## src/hdl/tccc_pkg.sv

```systemverilog
// shared types and constants for the two-core coherent cache
// no dependencies; used by every module of the block but tccc_ram
package tccc_pkg;

  localparam int CORES           = 2;
  localparam int LINES_PER_CACHE = 2;
  localparam int WORDS_PER_LINE  = 2;
  localparam int MEM_WORDS       = 128;

  localparam int DATA_W   = 16;
  localparam int ADDR_W   = 7;
  localparam int CORE_W   = 1;
  localparam int IDX_W    = 1;
  localparam int OFF_W    = 1;
  localparam int BASE_W   = ADDR_W - OFF_W;
  localparam int CWORDS   = CORES * LINES_PER_CACHE * WORDS_PER_LINE;
  localparam int CADDR_W  = CORE_W + IDX_W + OFF_W;

  // access kinds
  localparam logic OP_READ  = 1'b0;
  localparam logic OP_WRITE = 1'b1;

  // where the word came from
  typedef enum logic [1:0] {
    SRV_OWN    = 2'd0,
    SRV_REMOTE = 2'd1,
    SRV_MEM    = 2'd2
  } served_t;

  // mesi line states
  typedef enum logic [1:0] {
    LS_INVALID   = 2'd0,
    LS_SHARED    = 2'd1,
    LS_EXCLUSIVE = 2'd2,
    LS_MODIFIED  = 2'd3
  } line_state_t;

  // access sequencer
  typedef enum logic [2:0] {
    ST_IDLE,
    ST_LOOK,
    ST_RD_WAIT,
    ST_WB_RD,
    ST_WB_WR,
    ST_FILL_RD,
    ST_FILL_WR,
    ST_OUT
  } state_t;

  typedef struct packed {
    logic               we;
    logic [CADDR_W-1:0] addr;
    logic [DATA_W-1:0]  wdata;
  } cram_req_t;

  typedef struct packed {
    logic              we;
    logic [ADDR_W-1:0] addr;
    logic [DATA_W-1:0] wdata;
  } mram_req_t;

  typedef struct packed {
    logic signed [DATA_W-1:0] read_data;
    served_t                  served_from;
    logic                     wrote_back;
  } result_t;

endpackage

```

## src/hdl/tccc_ram.sv

```systemverilog
// generic single-port synchronous ram with registered read
// no dependencies; holds the cache line words
module tccc_ram #(
  parameter int WIDTH = 16,
  parameter int DEPTH = 8
) (
  input  logic                     clk,
  input  logic                     we,
  input  logic [$clog2(DEPTH)-1:0] addr,
  input  logic [WIDTH-1:0]         wdata,
  output logic [WIDTH-1:0]         rdata
);

  logic [WIDTH-1:0] mem [DEPTH];

  // write, and registered read of the addressed word
  always_ff @(posedge clk) begin
    if (we) begin
      mem[addr] <= wdata;
    end
    rdata <= mem[addr];
  end

endmodule

```

## src/hdl/tccc_main_mem.sv

```systemverilog
// shared word memory with per-word written flags so reset reads as zero
// depends on tccc_pkg
module tccc_main_mem (
  input  logic                              clk,
  input  logic                              rst,
  input  tccc_pkg::mram_req_t               req,
  output logic [tccc_pkg::DATA_W-1:0]       rdata
);

  logic [tccc_pkg::DATA_W-1:0] mem [tccc_pkg::MEM_WORDS];
  logic [tccc_pkg::MEM_WORDS-1:0] written;
  logic [tccc_pkg::DATA_W-1:0] rd_q;
  logic                        rd_vld;

  // storage array
  always_ff @(posedge clk) begin
    if (req.we) begin
      mem[req.addr] <= req.wdata;
    end
    rd_q <= mem[req.addr];
  end

  // written flags, cleared by reset
  always_ff @(posedge clk) begin
    if (rst) begin
      written <= '0;
      rd_vld  <= 1'b0;
    end else begin
      if (req.we) begin
        written[req.addr] <= 1'b1;
      end
      rd_vld <= written[req.addr];
    end
  end

  // never written words read as zero
  assign rdata = rd_vld ? rd_q : '0;

endmodule

```

## src/hdl/tccc_ctrl.sv

```systemverilog
// access sequencer and mesi directory (state and base of every line)
// depends on tccc_pkg; drives the line ram and the shared memory
module tccc_ctrl (
  input  logic                                clk,
  input  logic                                rst,
  input  logic                                req_valid,
  output logic                                req_ready,
  input  logic                                req_op,
  input  logic [tccc_pkg::CORE_W-1:0]         req_core,
  input  logic [tccc_pkg::ADDR_W-1:0]         req_addr,
  input  logic [tccc_pkg::DATA_W-1:0]         req_wdata,
  output tccc_pkg::cram_req_t                 cram,
  input  logic [tccc_pkg::DATA_W-1:0]         cram_rdata,
  output tccc_pkg::mram_req_t                 mram,
  input  logic [tccc_pkg::DATA_W-1:0]         mram_rdata,
  output logic                                res_valid,
  input  logic                                res_take,
  output tccc_pkg::result_t                   res
);

  tccc_pkg::state_t state, state_next;

  // latched request
  logic                          op;
  logic [tccc_pkg::CORE_W-1:0]   core;
  logic [tccc_pkg::ADDR_W-1:0]   addr;
  logic [tccc_pkg::DATA_W-1:0]   wdata;

  // directory
  tccc_pkg::line_state_t        stat [tccc_pkg::CORES][tccc_pkg::LINES_PER_CACHE];
  logic [tccc_pkg::BASE_W-1:0]  base [tccc_pkg::CORES][tccc_pkg::LINES_PER_CACHE];

  // per-access working registers
  logic [tccc_pkg::CORE_W-1:0]  hold;
  tccc_pkg::served_t            served;
  logic                         wb;
  logic [tccc_pkg::OFF_W-1:0]   cnt;
  logic [tccc_pkg::DATA_W-1:0]  data;

  logic [tccc_pkg::IDX_W-1:0]   idx;
  logic [tccc_pkg::OFF_W-1:0]   off;
  logic [tccc_pkg::BASE_W-1:0]  tag;
  logic [tccc_pkg::CORES-1:0]   holds;
  logic [tccc_pkg::CORE_W-1:0]  hold_lk;
  tccc_pkg::served_t            served_lk;
  logic                         cnt_last;

  assign off = addr[tccc_pkg::OFF_W-1:0];
  assign idx = addr[tccc_pkg::OFF_W +: tccc_pkg::IDX_W];
  assign tag = addr[tccc_pkg::ADDR_W-1:tccc_pkg::OFF_W];
  assign cnt_last = (cnt == tccc_pkg::OFF_W'(tccc_pkg::WORDS_PER_LINE - 1));

  // snoop every core for the line; the own core wins, else the lowest holder wins
  always_comb begin
    hold_lk = core;
    for (int c = 0; c < tccc_pkg::CORES; c++) begin
      holds[c] = (stat[c][idx] != tccc_pkg::LS_INVALID) && (base[c][idx] == tag);
    end
    for (int c = tccc_pkg::CORES - 1; c >= 0; c--) begin
      if (holds[c]) begin
        hold_lk = tccc_pkg::CORE_W'(c);
      end
    end
    if (holds[core]) begin
      served_lk = tccc_pkg::SRV_OWN;
      hold_lk   = core;
    end else if (holds != '0) begin
      served_lk = tccc_pkg::SRV_REMOTE;
    end else begin
      served_lk = tccc_pkg::SRV_MEM;
      hold_lk   = core;
    end
  end

  // next state
  always_comb begin
    state_next = state;
    case (state)
      tccc_pkg::ST_IDLE: begin
        if (req_valid) state_next = tccc_pkg::ST_LOOK;
      end
      tccc_pkg::ST_LOOK: begin
        if (served_lk != tccc_pkg::SRV_MEM) begin
          state_next = (op == tccc_pkg::OP_READ) ? tccc_pkg::ST_RD_WAIT : tccc_pkg::ST_OUT;
        end else if (stat[core][idx] == tccc_pkg::LS_MODIFIED) begin
          state_next = tccc_pkg::ST_WB_RD;
        end else begin
          state_next = tccc_pkg::ST_FILL_RD;
        end
      end
      tccc_pkg::ST_RD_WAIT: state_next = tccc_pkg::ST_OUT;
      tccc_pkg::ST_WB_RD:   state_next = tccc_pkg::ST_WB_WR;
      tccc_pkg::ST_WB_WR: begin
        state_next = cnt_last ? tccc_pkg::ST_FILL_RD : tccc_pkg::ST_WB_RD;
      end
      tccc_pkg::ST_FILL_RD: state_next = tccc_pkg::ST_FILL_WR;
      tccc_pkg::ST_FILL_WR: begin
        state_next = cnt_last ? tccc_pkg::ST_OUT : tccc_pkg::ST_FILL_RD;
      end
      tccc_pkg::ST_OUT: begin
        if (res_take) state_next = tccc_pkg::ST_IDLE;
      end
      default: state_next = tccc_pkg::ST_IDLE;
    endcase
  end

  // memory requests and handshake outputs
  always_comb begin
    cram      = '0;
    mram      = '0;
    req_ready = (state == tccc_pkg::ST_IDLE) && !rst;
    res_valid = (state == tccc_pkg::ST_OUT);
    case (state)
      tccc_pkg::ST_LOOK: begin
        cram.addr = {hold_lk, idx, off};
        if (served_lk != tccc_pkg::SRV_MEM && op == tccc_pkg::OP_WRITE) begin
          cram.we    = 1'b1;
          cram.wdata = wdata;
        end
      end
      tccc_pkg::ST_WB_RD: begin
        cram.addr = {core, idx, cnt};
      end
      tccc_pkg::ST_WB_WR: begin
        mram.we    = 1'b1;
        mram.addr  = {base[core][idx], cnt};
        mram.wdata = cram_rdata;
      end
      tccc_pkg::ST_FILL_RD: begin
        mram.addr = {tag, cnt};
      end
      tccc_pkg::ST_FILL_WR: begin
        cram.we    = 1'b1;
        cram.addr  = {core, idx, cnt};
        cram.wdata = (op == tccc_pkg::OP_WRITE && cnt == off) ? wdata : mram_rdata;
      end
      default: begin
      end
    endcase
  end

  assign res.read_data   = data;
  assign res.served_from = served;
  assign res.wrote_back  = wb;

  // control state
  always_ff @(posedge clk) begin
    if (rst) begin
      state <= tccc_pkg::ST_IDLE;
      for (int c = 0; c < tccc_pkg::CORES; c++) begin
        for (int l = 0; l < tccc_pkg::LINES_PER_CACHE; l++) begin
          stat[c][l] <= tccc_pkg::LS_INVALID;
          base[c][l] <= '0;
        end
      end
    end else begin
      state <= state_next;
      // directory updates
      if (state == tccc_pkg::ST_LOOK && served_lk != tccc_pkg::SRV_MEM) begin
        if (op == tccc_pkg::OP_READ) begin
          if (served_lk == tccc_pkg::SRV_REMOTE) stat[hold_lk][idx] <= tccc_pkg::LS_SHARED;
        end else begin
          for (int c = 0; c < tccc_pkg::CORES; c++) begin
            if (served_lk == tccc_pkg::SRV_REMOTE && holds[c] &&
                tccc_pkg::CORE_W'(c) != hold_lk) begin
              stat[c][idx] <= tccc_pkg::LS_INVALID;
            end
          end
          stat[hold_lk][idx] <= tccc_pkg::LS_MODIFIED;
        end
      end
      if (state == tccc_pkg::ST_FILL_WR && cnt_last) begin
        stat[core][idx] <= (op == tccc_pkg::OP_WRITE) ? tccc_pkg::LS_MODIFIED
                                                      : tccc_pkg::LS_EXCLUSIVE;
        base[core][idx] <= tag;
      end
    end
  end

  // request and result payload
  always_ff @(posedge clk) begin
    case (state)
      tccc_pkg::ST_IDLE: begin
        op    <= req_op;
        core  <= req_core;
        addr  <= req_addr;
        wdata <= req_wdata;
      end
      tccc_pkg::ST_LOOK: begin
        hold   <= hold_lk;
        served <= served_lk;
        cnt    <= '0;
        wb     <= (served_lk == tccc_pkg::SRV_MEM) &&
                  (stat[core][idx] == tccc_pkg::LS_MODIFIED);
        data   <= wdata;
      end
      tccc_pkg::ST_RD_WAIT: begin
        data <= cram_rdata;
      end
      tccc_pkg::ST_WB_WR: begin
        cnt <= cnt_last ? '0 : cnt + 1'b1;
      end
      tccc_pkg::ST_FILL_WR: begin
        if (cnt == off && op == tccc_pkg::OP_READ) data <= mram_rdata;
        cnt <= cnt + 1'b1;
      end
      default: begin
      end
    endcase
  end

  // a victim write-back only happens on a memory fill
  a_wb_only_on_fill: assert property (@(posedge clk) disable iff (rst)
    res_valid |-> (!res.wrote_back || res.served_from == tccc_pkg::SRV_MEM))
    else $error("write-back reported without a memory fill");

  // a finished write leaves the holder's line modified
  a_write_leaves_modified: assert property (@(posedge clk) disable iff (rst)
    (res_valid && op == tccc_pkg::OP_WRITE) |-> (stat[hold][idx] == tccc_pkg::LS_MODIFIED))
    else $error("write finished without a modified line");

  // a finished read leaves its source line valid with the right base
  a_read_line_valid: assert property (@(posedge clk) disable iff (rst)
    (res_valid && op == tccc_pkg::OP_READ) |->
      (stat[hold][idx] != tccc_pkg::LS_INVALID && base[hold][idx] == tag))
    else $error("read finished on an invalid line");

  // write-back only drains a modified victim
  a_wb_from_modified: assert property (@(posedge clk) disable iff (rst)
    (state == tccc_pkg::ST_WB_RD) |-> (stat[core][idx] == tccc_pkg::LS_MODIFIED))
    else $error("write-back of a line that is not modified");

endmodule

```

## src/hdl/two_core_coherent_cache.sv

```systemverilog
// top level of the two-core mesi snooping cache with shared word memory
// depends on tccc_pkg, tccc_ram, tccc_main_mem and tccc_ctrl
//
//  channel   dir  beat fields
//  s_axis    in   tdata: word_address, write_data; tuser: op, core_id
//  m_axis    out  tdata: read_data; tuser: served_from, wrote_back
//
// one access at a time; a read hit (own or remote) passes look, read wait and output,
// a write hit passes look and output, and a miss fills the line word by word from the
// shared memory, first writing back a modified victim word by word, as each word must
// pass the single port of the line ram and of the shared memory. reset clears every
// line to invalid and makes the shared memory read as zero at once. the result waits
// in an output register, so a stalled m_axis holds only the sequencer's last step.
module two_core_coherent_cache (
  input  logic        clk,
  input  logic        rst,
  input  logic        s_axis_tvalid,
  output logic        s_axis_tready,
  input  logic [23:0] s_axis_tdata,   // word_address[6:0], write_data[22:7], zero pad
  input  logic [1:0]  s_axis_tuser,   // op[0], core_id[1]
  output logic        m_axis_tvalid,
  input  logic        m_axis_tready,
  output logic [15:0] m_axis_tdata,   // read_data[15:0]
  output logic [2:0]  m_axis_tuser    // served_from[1:0], wrote_back[2]
);

  tccc_pkg::cram_req_t          cram;
  tccc_pkg::mram_req_t          mram;
  logic [tccc_pkg::DATA_W-1:0]  cram_rdata;
  logic [tccc_pkg::DATA_W-1:0]  mram_rdata;
  logic                         res_valid;
  logic                         res_take;
  tccc_pkg::result_t            res;
  tccc_pkg::result_t            out_q;

  // cache line words of all cores
  tccc_ram #(
    .WIDTH (tccc_pkg::DATA_W),
    .DEPTH (tccc_pkg::CWORDS)
  ) u_lines (
    .clk   (clk),
    .we    (cram.we),
    .addr  (cram.addr),
    .wdata (cram.wdata),
    .rdata (cram_rdata)
  );

  // shared word memory
  tccc_main_mem u_mem (
    .clk   (clk),
    .rst   (rst),
    .req   (mram),
    .rdata (mram_rdata)
  );

  // sequencer and directory
  tccc_ctrl u_ctrl (
    .clk        (clk),
    .rst        (rst),
    .req_valid  (s_axis_tvalid),
    .req_ready  (s_axis_tready),
    .req_op     (s_axis_tuser[0]),
    .req_core   (s_axis_tuser[1]),
    .req_addr   (s_axis_tdata[6:0]),
    .req_wdata  (s_axis_tdata[22:7]),
    .cram       (cram),
    .cram_rdata (cram_rdata),
    .mram       (mram),
    .mram_rdata (mram_rdata),
    .res_valid  (res_valid),
    .res_take   (res_take),
    .res        (res)
  );

  // output register loads when empty or being drained
  assign res_take = res_valid && (!m_axis_tvalid || m_axis_tready);

  always_ff @(posedge clk) begin
    if (rst) begin
      m_axis_tvalid <= 1'b0;
    end else if (res_take) begin
      m_axis_tvalid <= 1'b1;
    end else if (m_axis_tready) begin
      m_axis_tvalid <= 1'b0;
    end
  end

  always_ff @(posedge clk) begin
    if (res_take) begin
      out_q <= res;
    end
  end

  assign m_axis_tdata = out_q.read_data;
  assign m_axis_tuser = {out_q.wrote_back, out_q.served_from};

endmodule
```

## config.mk

```make
export PLATFORM = sky130hd
export DESIGN_NAME = two_core_coherent_cache
export DESIGN_NICKNAME = d
export VERILOG_FILES = /design/src/hdl/tccc_pkg.sv /design/src/hdl/tccc_ram.sv /design/src/hdl/tccc_main_mem.sv /design/src/hdl/tccc_ctrl.sv /design/src/hdl/two_core_coherent_cache.sv
export SDC_FILE = /design/constraint.sdc
export NUM_CORES = 2
export LEC_CHECK = 0
export BUFFER_PORTS_ARGS = -buffer_cell sky130_fd_sc_hd__buf_2
export CAP_MARGIN = 5
export CORE_ASPECT_RATIO = 0.7
export CORE_MARGIN = 2
export CORE_UTILIZATION = 45
export DETAILED_ROUTE_END_ITERATION = 12
export GPL_TIMING_DRIVEN = 0
export SYNTH_ARGS = -nofsm -noshare
export SYNTH_HDL_FRONTEND = slang
export SYNTH_SLANG_ARGS = --single-unit
```

## constraint.sdc

```tcl
create_clock -name clk -period 4.4 [get_ports clk]
set_input_delay 0.88 -clock clk [delete_from_list [all_inputs] [get_ports clk]]
set_output_delay 0.88 -clock clk [all_outputs]
set_load 0.03 [all_outputs]
```

### Yosys cells after proc, flatten, opt, wreduce, memory -nomap -nowiden

Memories as Yosys holds them, arrays and structs flattened. A register that Yosys moved wholly into a read port is not among the register bits.
Index checks and enable logic that the tools add are counted.
W data, S select, Z words.

* add/subtract/negate cells: 1
* $mul: 0
* divide/modulo/power cells: 0
* $lt $le $gt $ge: 5
* eq/ne operators: 17
* shifts and indexed selects: 0
* multiplexer cells: 111
* bitwise operators: 16
* reductions and logical operators: 32

Operator list (count)
* $or A128 B128 Y128: 1
* $mux W16: 5
* $mux W6: 10
* $mux W1: 54
* $pmux W16 S3: 1
* $mux W12: 3
* $mux W4: 9
* $pmux W16 S2: 1
* $mux W2: 13
* $pmux W3 S8: 1
* $mux W3: 6
* $logic_and A1 B1 Y1: 16
* $pmux W7 S2: 1
* $eq A3 B3 Y1 const B: 4
* $eq A6 B6 Y1: 2
* $or A1 B1 Y1: 12
* $reduce_or A12 Y1: 1
* $lt A7 B8 Y1 const B: 1
* $reduce_bool A2 Y1: 4
* $reduce_or A4 Y1: 2
* $bmux W1 S7: 1
* $demux W1 S7: 1
* $ge A7 B1 Y1 const B: 1
* $demux W6 S1: 1
* 23 further kinds: 31

* bits in registers: 197
* latch bits: 0
* memory bits (writable): 2208
* ROM bits: 0
* input port bits: 30
* output and inout port bits: 21
* logic and storage cells: 201
* memories kept: 4

Memory list
* u_mem.mem: words 128, bits a word 16, read ports 1, clocked after memory_dff 1, write ports 1, RTL line tccc_main_mem.sv:10 `logic [tccc_pkg::DATA_W-1:0] mem [tccc_pkg::MEM_WORDS];`
* u_lines.mem: words 8, bits a word 16, read ports 1, clocked after memory_dff 1, write ports 1, RTL line tccc_ram.sv:14 `logic [WIDTH-1:0] mem [DEPTH];`
* u_ctrl.base: words 2, bits a word 12, read ports 3, clocked after memory_dff 1, write ports 2, RTL line tccc_ctrl.sv:31 `logic [tccc_pkg::BASE_W-1:0] base [tccc_pkg::CORES][tccc_pkg::LINES_PER_CACHE];`
* u_ctrl.stat: words 2, bits a word 4, read ports 3, clocked after memory_dff 1, write ports 2, RTL line tccc_ctrl.sv:30 `tccc_pkg::line_state_t stat [tccc_pkg::CORES][tccc_pkg::LINES_PER_CACHE];`

### Longest topological paths before layout

* depth in word-level cells: 20
* mapped depth: 15
* gate-level depth less buffers: 8

### Cells and area by module

A second synthesis with hierarchy kept.

* cells, all modules: 5587
* area, all modules: 94614.5 µm²

By module, submodules not included
* tccc_main_mem: times used 1, cells an instance 4955, area an instance 84352.2 µm²
* tccc_ram: times used 1, cells an instance 238, area an instance 5292.6 µm²
* tccc_ctrl: times used 1, cells an instance 370, area an instance 4344.2 µm²
* two_core_coherent_cache: times used 1, cells an instance 24, area an instance 625.6 µm²

### Worst setup path after synthesis

OpenSTA, ideal clock, no wires.

* kind: reg-to-reg
* start: register u_ctrl.addr[1] in the netlist's numbering
* end: memory u_lines.mem[3][0], enable pin
* setup time: 0.436 ns
* arrival: 4.055 ns
* path slack: -0.091 ns
* cell stages (with the launch flop): 10
* buffers on the path: 3
* period minus slack after synthesis: 4.491 ns
* cell sequence: edfxtp_1 -> buf_2 -> buf_6 -> or4_1 -> a211o_1 -> a211oi_1 -> o21ai_0 -> a2bb2oi_1 -> buf_2 -> nor4b_1

* cells in the longest elaborated chain, start to end: 15
* elaborated cells on any way between the ends: 35

RTL lines
* start: declaration: RTL line tccc_ctrl.sv:26 `logic [tccc_pkg::ADDR_W-1:0] addr;`
* start signal: assignment: RTL line tccc_ctrl.sv:186 `addr <= req_addr;`
* $not A1 Y2 (implied by the code): RTL line tccc_ctrl.sv:57 `holds[c] = (stat[c][idx] != tccc_pkg::LS_INVALID) && (base[c][idx] == tag);`
* $mux W6 (implied by the code) / $mux W2 (equally long branches) (3 in series): RTL line tccc_ctrl.sv:57
* $eq A6 B6 Y1 / $reduce_bool A2 Y1 (equally long branches): RTL line tccc_ctrl.sv:57
* $logic_and A1 B1 Y1: RTL line tccc_ctrl.sv:57
* $reduce_bool A2 Y1 / $mux W1 (equally long branches): RTL line tccc_ctrl.sv:67, tccc_ctrl.sv:64
* $mux W2 / $mux W1 (equally long branches): RTL line tccc_ctrl.sv:67, tccc_ctrl.sv:64
* $mux W2: RTL line tccc_ctrl.sv:64 `if (holds[core]) begin`
* $ne A2 B2 Y1: RTL line tccc_ctrl.sv:116 `if (served_lk != tccc_pkg::SRV_MEM && op == tccc_pkg::OP_WRITE) begin`
* $logic_and A1 B1 Y1: RTL line tccc_ctrl.sv:116
* $mux W1: RTL line tccc_ctrl.sv:116
* $pmux W1 S2: RTL line tccc_ctrl.sv:113 `case (state)`
* $mux W1: RTL line tccc_ram.sv:18 `if (we) begin`
* $mux W1 (implied by the code): RTL line tccc_ram.sv:19 `mem[addr] <= wdata;`
* end: declaration: RTL line tccc_ram.sv:14

Several ways; a longest one is shown, not always the timed one. The select of a mux whose other input is x is not followed.

### Worst setup path in the final report

* start: register u_ctrl.state[1]
* end: register u_mem.rd_q[9] in the netlist's numbering, read port of u_mem.mem

* cells in the longest elaborated chain, start to end: 2
* elaborated cells on any way between the ends: 3

RTL lines
* start: declaration: RTL line tccc_ctrl.sv:21 `tccc_pkg::state_t state, state_next;`
* start signal: assignment: RTL line tccc_ctrl.sv:149 `state <= tccc_pkg::ST_IDLE;`
* start signal: assignment: RTL line tccc_ctrl.sv:157 `state <= state_next;`
* $eq A3 B3 Y1: RTL line tccc_ctrl.sv:113
* $pmux W7 S2 *: RTL line tccc_ctrl.sv:113
* end: declaration: RTL line tccc_main_mem.sv:12 `logic [tccc_pkg::DATA_W-1:0] rd_q;`

Mark *: on every way between the ends. The rest lies on a longest branch, timed or not.
A chain may end at the register's enable or synchronous reset.

==> metrics.txt <==
core region area=208000 um^2; CTS Buf Count=about 230; Synth-to-Final Area Change=22.0%; detail-routed via count per cell=7.15; register area share after synthesis=0.756; die area=214000 um^2; Post-CTS Hold Fix Bufs=0; DRC viols=0; Hold Crit Start=s_axis_tdata[6]; Post-Layout Cell Count=8908; initial antenna violation count=76; Tot Pwr=71.6 mW; critical path class=flip-flop to flip-flop; DR vias=63700; Period Utilization, post-route=1.08; Routed WL=approximately 470 mm; synthesized netlist cell count=5303; WL/cell=53.0 um; crit end category=flip-flop; mean post-synth cell area=approximately 18 um^2; Tot GR Track Use=0.435; worst-skew pair later-pin latency=940 ps; placed cell count=8290; hold depth=1; TritonRoute pass-1 iters=7; row count=140; width of the die=552 um; number of max-cap violations=0; final hold vios=0; Sink Count=2438; chip height=a little under 400 um; final worst setup slack=-341 ps; Area contributors post-synth=edfxtp_1 72%, mux4_2 8.3%, dfxtp_1 3.5%; clk root buf=clkbuf_16; remaining antenna violation count after routing=0; post-synthesis cell type count=93; worst setup path start=u_ctrl.state[1]$_SDFFE_PP0P_; pin count of the biggest net entering global routing=82; Clock Path Buffers=4; clock-pin slew on the worst setup and hold paths=60 ps; Power Density=620 nW/um^2; final net count=5940; Final min period=4740 ps; Post-DP HPWL=319 mm; post-synth top area share=0.721; Worst-Margin Slew=1390 ps; crit-path max FO=10; Slew headroom=0.0718; Port-buffer cells=48; TritonCTS clock tree=built; asr flop ratio synth=0; VDD IR-drop max=~0.37 mV; I/O pins=51; RSZ-0062 raised after global routing=true; Setup Skew=65.1 ps; R2R cell count=13; Initial Utilization=0.454; vias in the first global route=around 56000; synthesized flop and latch total=2438; Critical Path RT=4990 ps; H-tree depth=4; first-pass GRT wire length=593 mm; failing checks=setup timing; Slew Limit Fails=0; GRT Residual Overflow=0; f_max=211 MHz; top_reg_cell synth=edfxtp_1; RD Place Congestion=roughly 1.1; CP startpoint kind=flip-flop; status=finished, violations left; number of flops mapped to enable cells by yosys=2272; Leakage=37.8 nW; FF-to-FF Start=u_ctrl.state[1]$_SDFFE_PP0P_; Syn. warnings=0; Final setup viols=between 100 and 150; DR iter-0 viols=about 13000; type of the worst min-delay path=primary input to flip-flop; share of cells above drive strength 1=0.283; Hold Slack=roughly 130 ps; cell accounting for the most synthesized area=edfxtp_1; area of the mapped netlist=94600 um^2; critical path arrival=about 5300 ps
-- metrics by stage --
stage	worst slack, ps	cell area [um^2]	utilization	TNS (ps)
final	-341	115000	0.554	-10260
after global routing	-130	115000	0.553	-149
after CTS	-304	114000	0.547	-6560
after detailed placement	-3920	103000	0.492	-2785170
after global placement	-5280	98400	0.472	-
after floorplan	536	94600	-	0
-- power by group --
| group | internal (mW) | total [mW] | switching (mW) | leakage [nW] |
|---|---|---|---|---|
| clock | 11.1 | 20.3 | 9.17 | 3.63 |
| combinational | 6.72 | 24.7 | 18.0 | 12.0 |
| sequential | 26.2 | 26.5 | 0.296 | 22.2 |
-- cell usage after synthesis, drive strengths merged, types with 22 or more instances --
master and number:
clkbuf 123, and3 46, mux2i 225, o21ai 97, o22ai 38, mux2 45, edfxtp 2272, dfxtp 166
nand2 450, a22oi 110, and2 37, a32o 22, a211oi 26, mux4 349, o21a 112, a21oi 187
nor2 260, nor3 37, buf 206, nand3 110, a221oi 58, a311oi 24
-- path summary, 6_finish.rpt --
check	slack, ps	to
min reg2reg	420	m_axis_tdata[0]$_DFFE_PP_
min	130	u_ctrl.addr[6]$_DFFE_PN_
max	-340	u_mem.rd_q[9]$_DFF_P_
max reg2reg	-340	u_mem.rd_q[9]$_DFF_P_
-- per-layer routing --
| metal | part of all wire | vias up | global-route usage | wire length (um) |
|---|---|---|---|---|
| met4 | 0.069 | 30 | 0.257 | 32800 |
| li1 | - | 22700 | - | - |
| met1 | 0.38 | 33500 | 0.592 | 177000 |
| met5 | 0.0010 | - | 0.00933 | 485 |
| met3 | 0.18 | 1208 | 0.233 | 83500 |
| met2 | 0.38 | 6244 | 0.540 | 178000 |
-- area by class of cell --
type | count | area, um^2
timing repair buffer | 377 | 5400
fill | 16300 | 93000
sequential | 2438 | 71600
antenna | 47 | 118
inverter | 13 | 48.8
tap | 2769 | 3460
clock buffer | 287 | 6240
clock inverter | 131 | 1170
multi-input combinational | 2524 | 23800
buffer | 322 | 3630
-- registers in the layout, indices dropped and copies added, names as in the netlist, named ones only --
signal         flops
u_ctrl.data       16
m_axis_tuser       3
u_ctrl.addr        7
m_axis_tdata      16
u_lines.mem      128
u_mem.written    128
m_axis_tvalid      1
u_lines.rdata     16
u_ctrl.stat        8
u_mem.rd_q        16
u_ctrl.core        1
u_mem.mem       2048
u_ctrl.wdata      16
u_ctrl.served      2
u_mem.rd_vld       1
u_ctrl.base       24
u_ctrl.op          1
u_ctrl.wb          1
u_ctrl.state       3
u_ctrl.cnt         1
-- cells in the final DEF, fill, tap and decap left out, types with 101 or more instances in the layout --
master,synthesis,routed
edfxtp_1,2272,2272
nand2_1,450,433
mux4_2,349,349
clkbuf_16,0,241
mux2i_1,225,198
a21oi_1,186,165
dfxtp_1,166,164
buf_4,27,148
buf_12,0,136
nor2_1,259,122
o21a_1,112,112
nor2_4,1,108
nand3_1,110,104
a22oi_1,109,101
-- timing repair --
item                                    4_1_cts  5_1_grt
pin swaps                                    62       29
gates resized for setup                     742      150
buffers inserted                            104       56
endpoints found under the setup margin     2261      596
-- critical path: stages (launching register included) --
cell and delay, ps:
dfxtp_2 350, buf_4 190, and3b_2 420, buf_12 180, buf_12 260, buf_8 310, buf_12 290, buf_12 270
buf_8 270, mux2i_1 160, mux2i_4 530, o22ai_2 200, a2111oi_4 380, nand4_1 470
-- cells by family (layout without fill, tap and decap cells) --
kind of cell / Yosys count / after routing / synth area share
buffers and inverters: 342 / 1130 / 0.0171
other: 1 / 49 / 0.0000396
multiplexers: 619 / 619 / 0.112
XOR/XNOR: 13 / 13 / 0.00120
AND/OR/NAND/NOR: 1014 / 1014 / 0.0474
flip-flops: 2438 / 2438 / 0.756
AO/OA/AOI/OAI: 876 / 876 / 0.0659
Note: power is estimated with default switching activity, not from simulation.
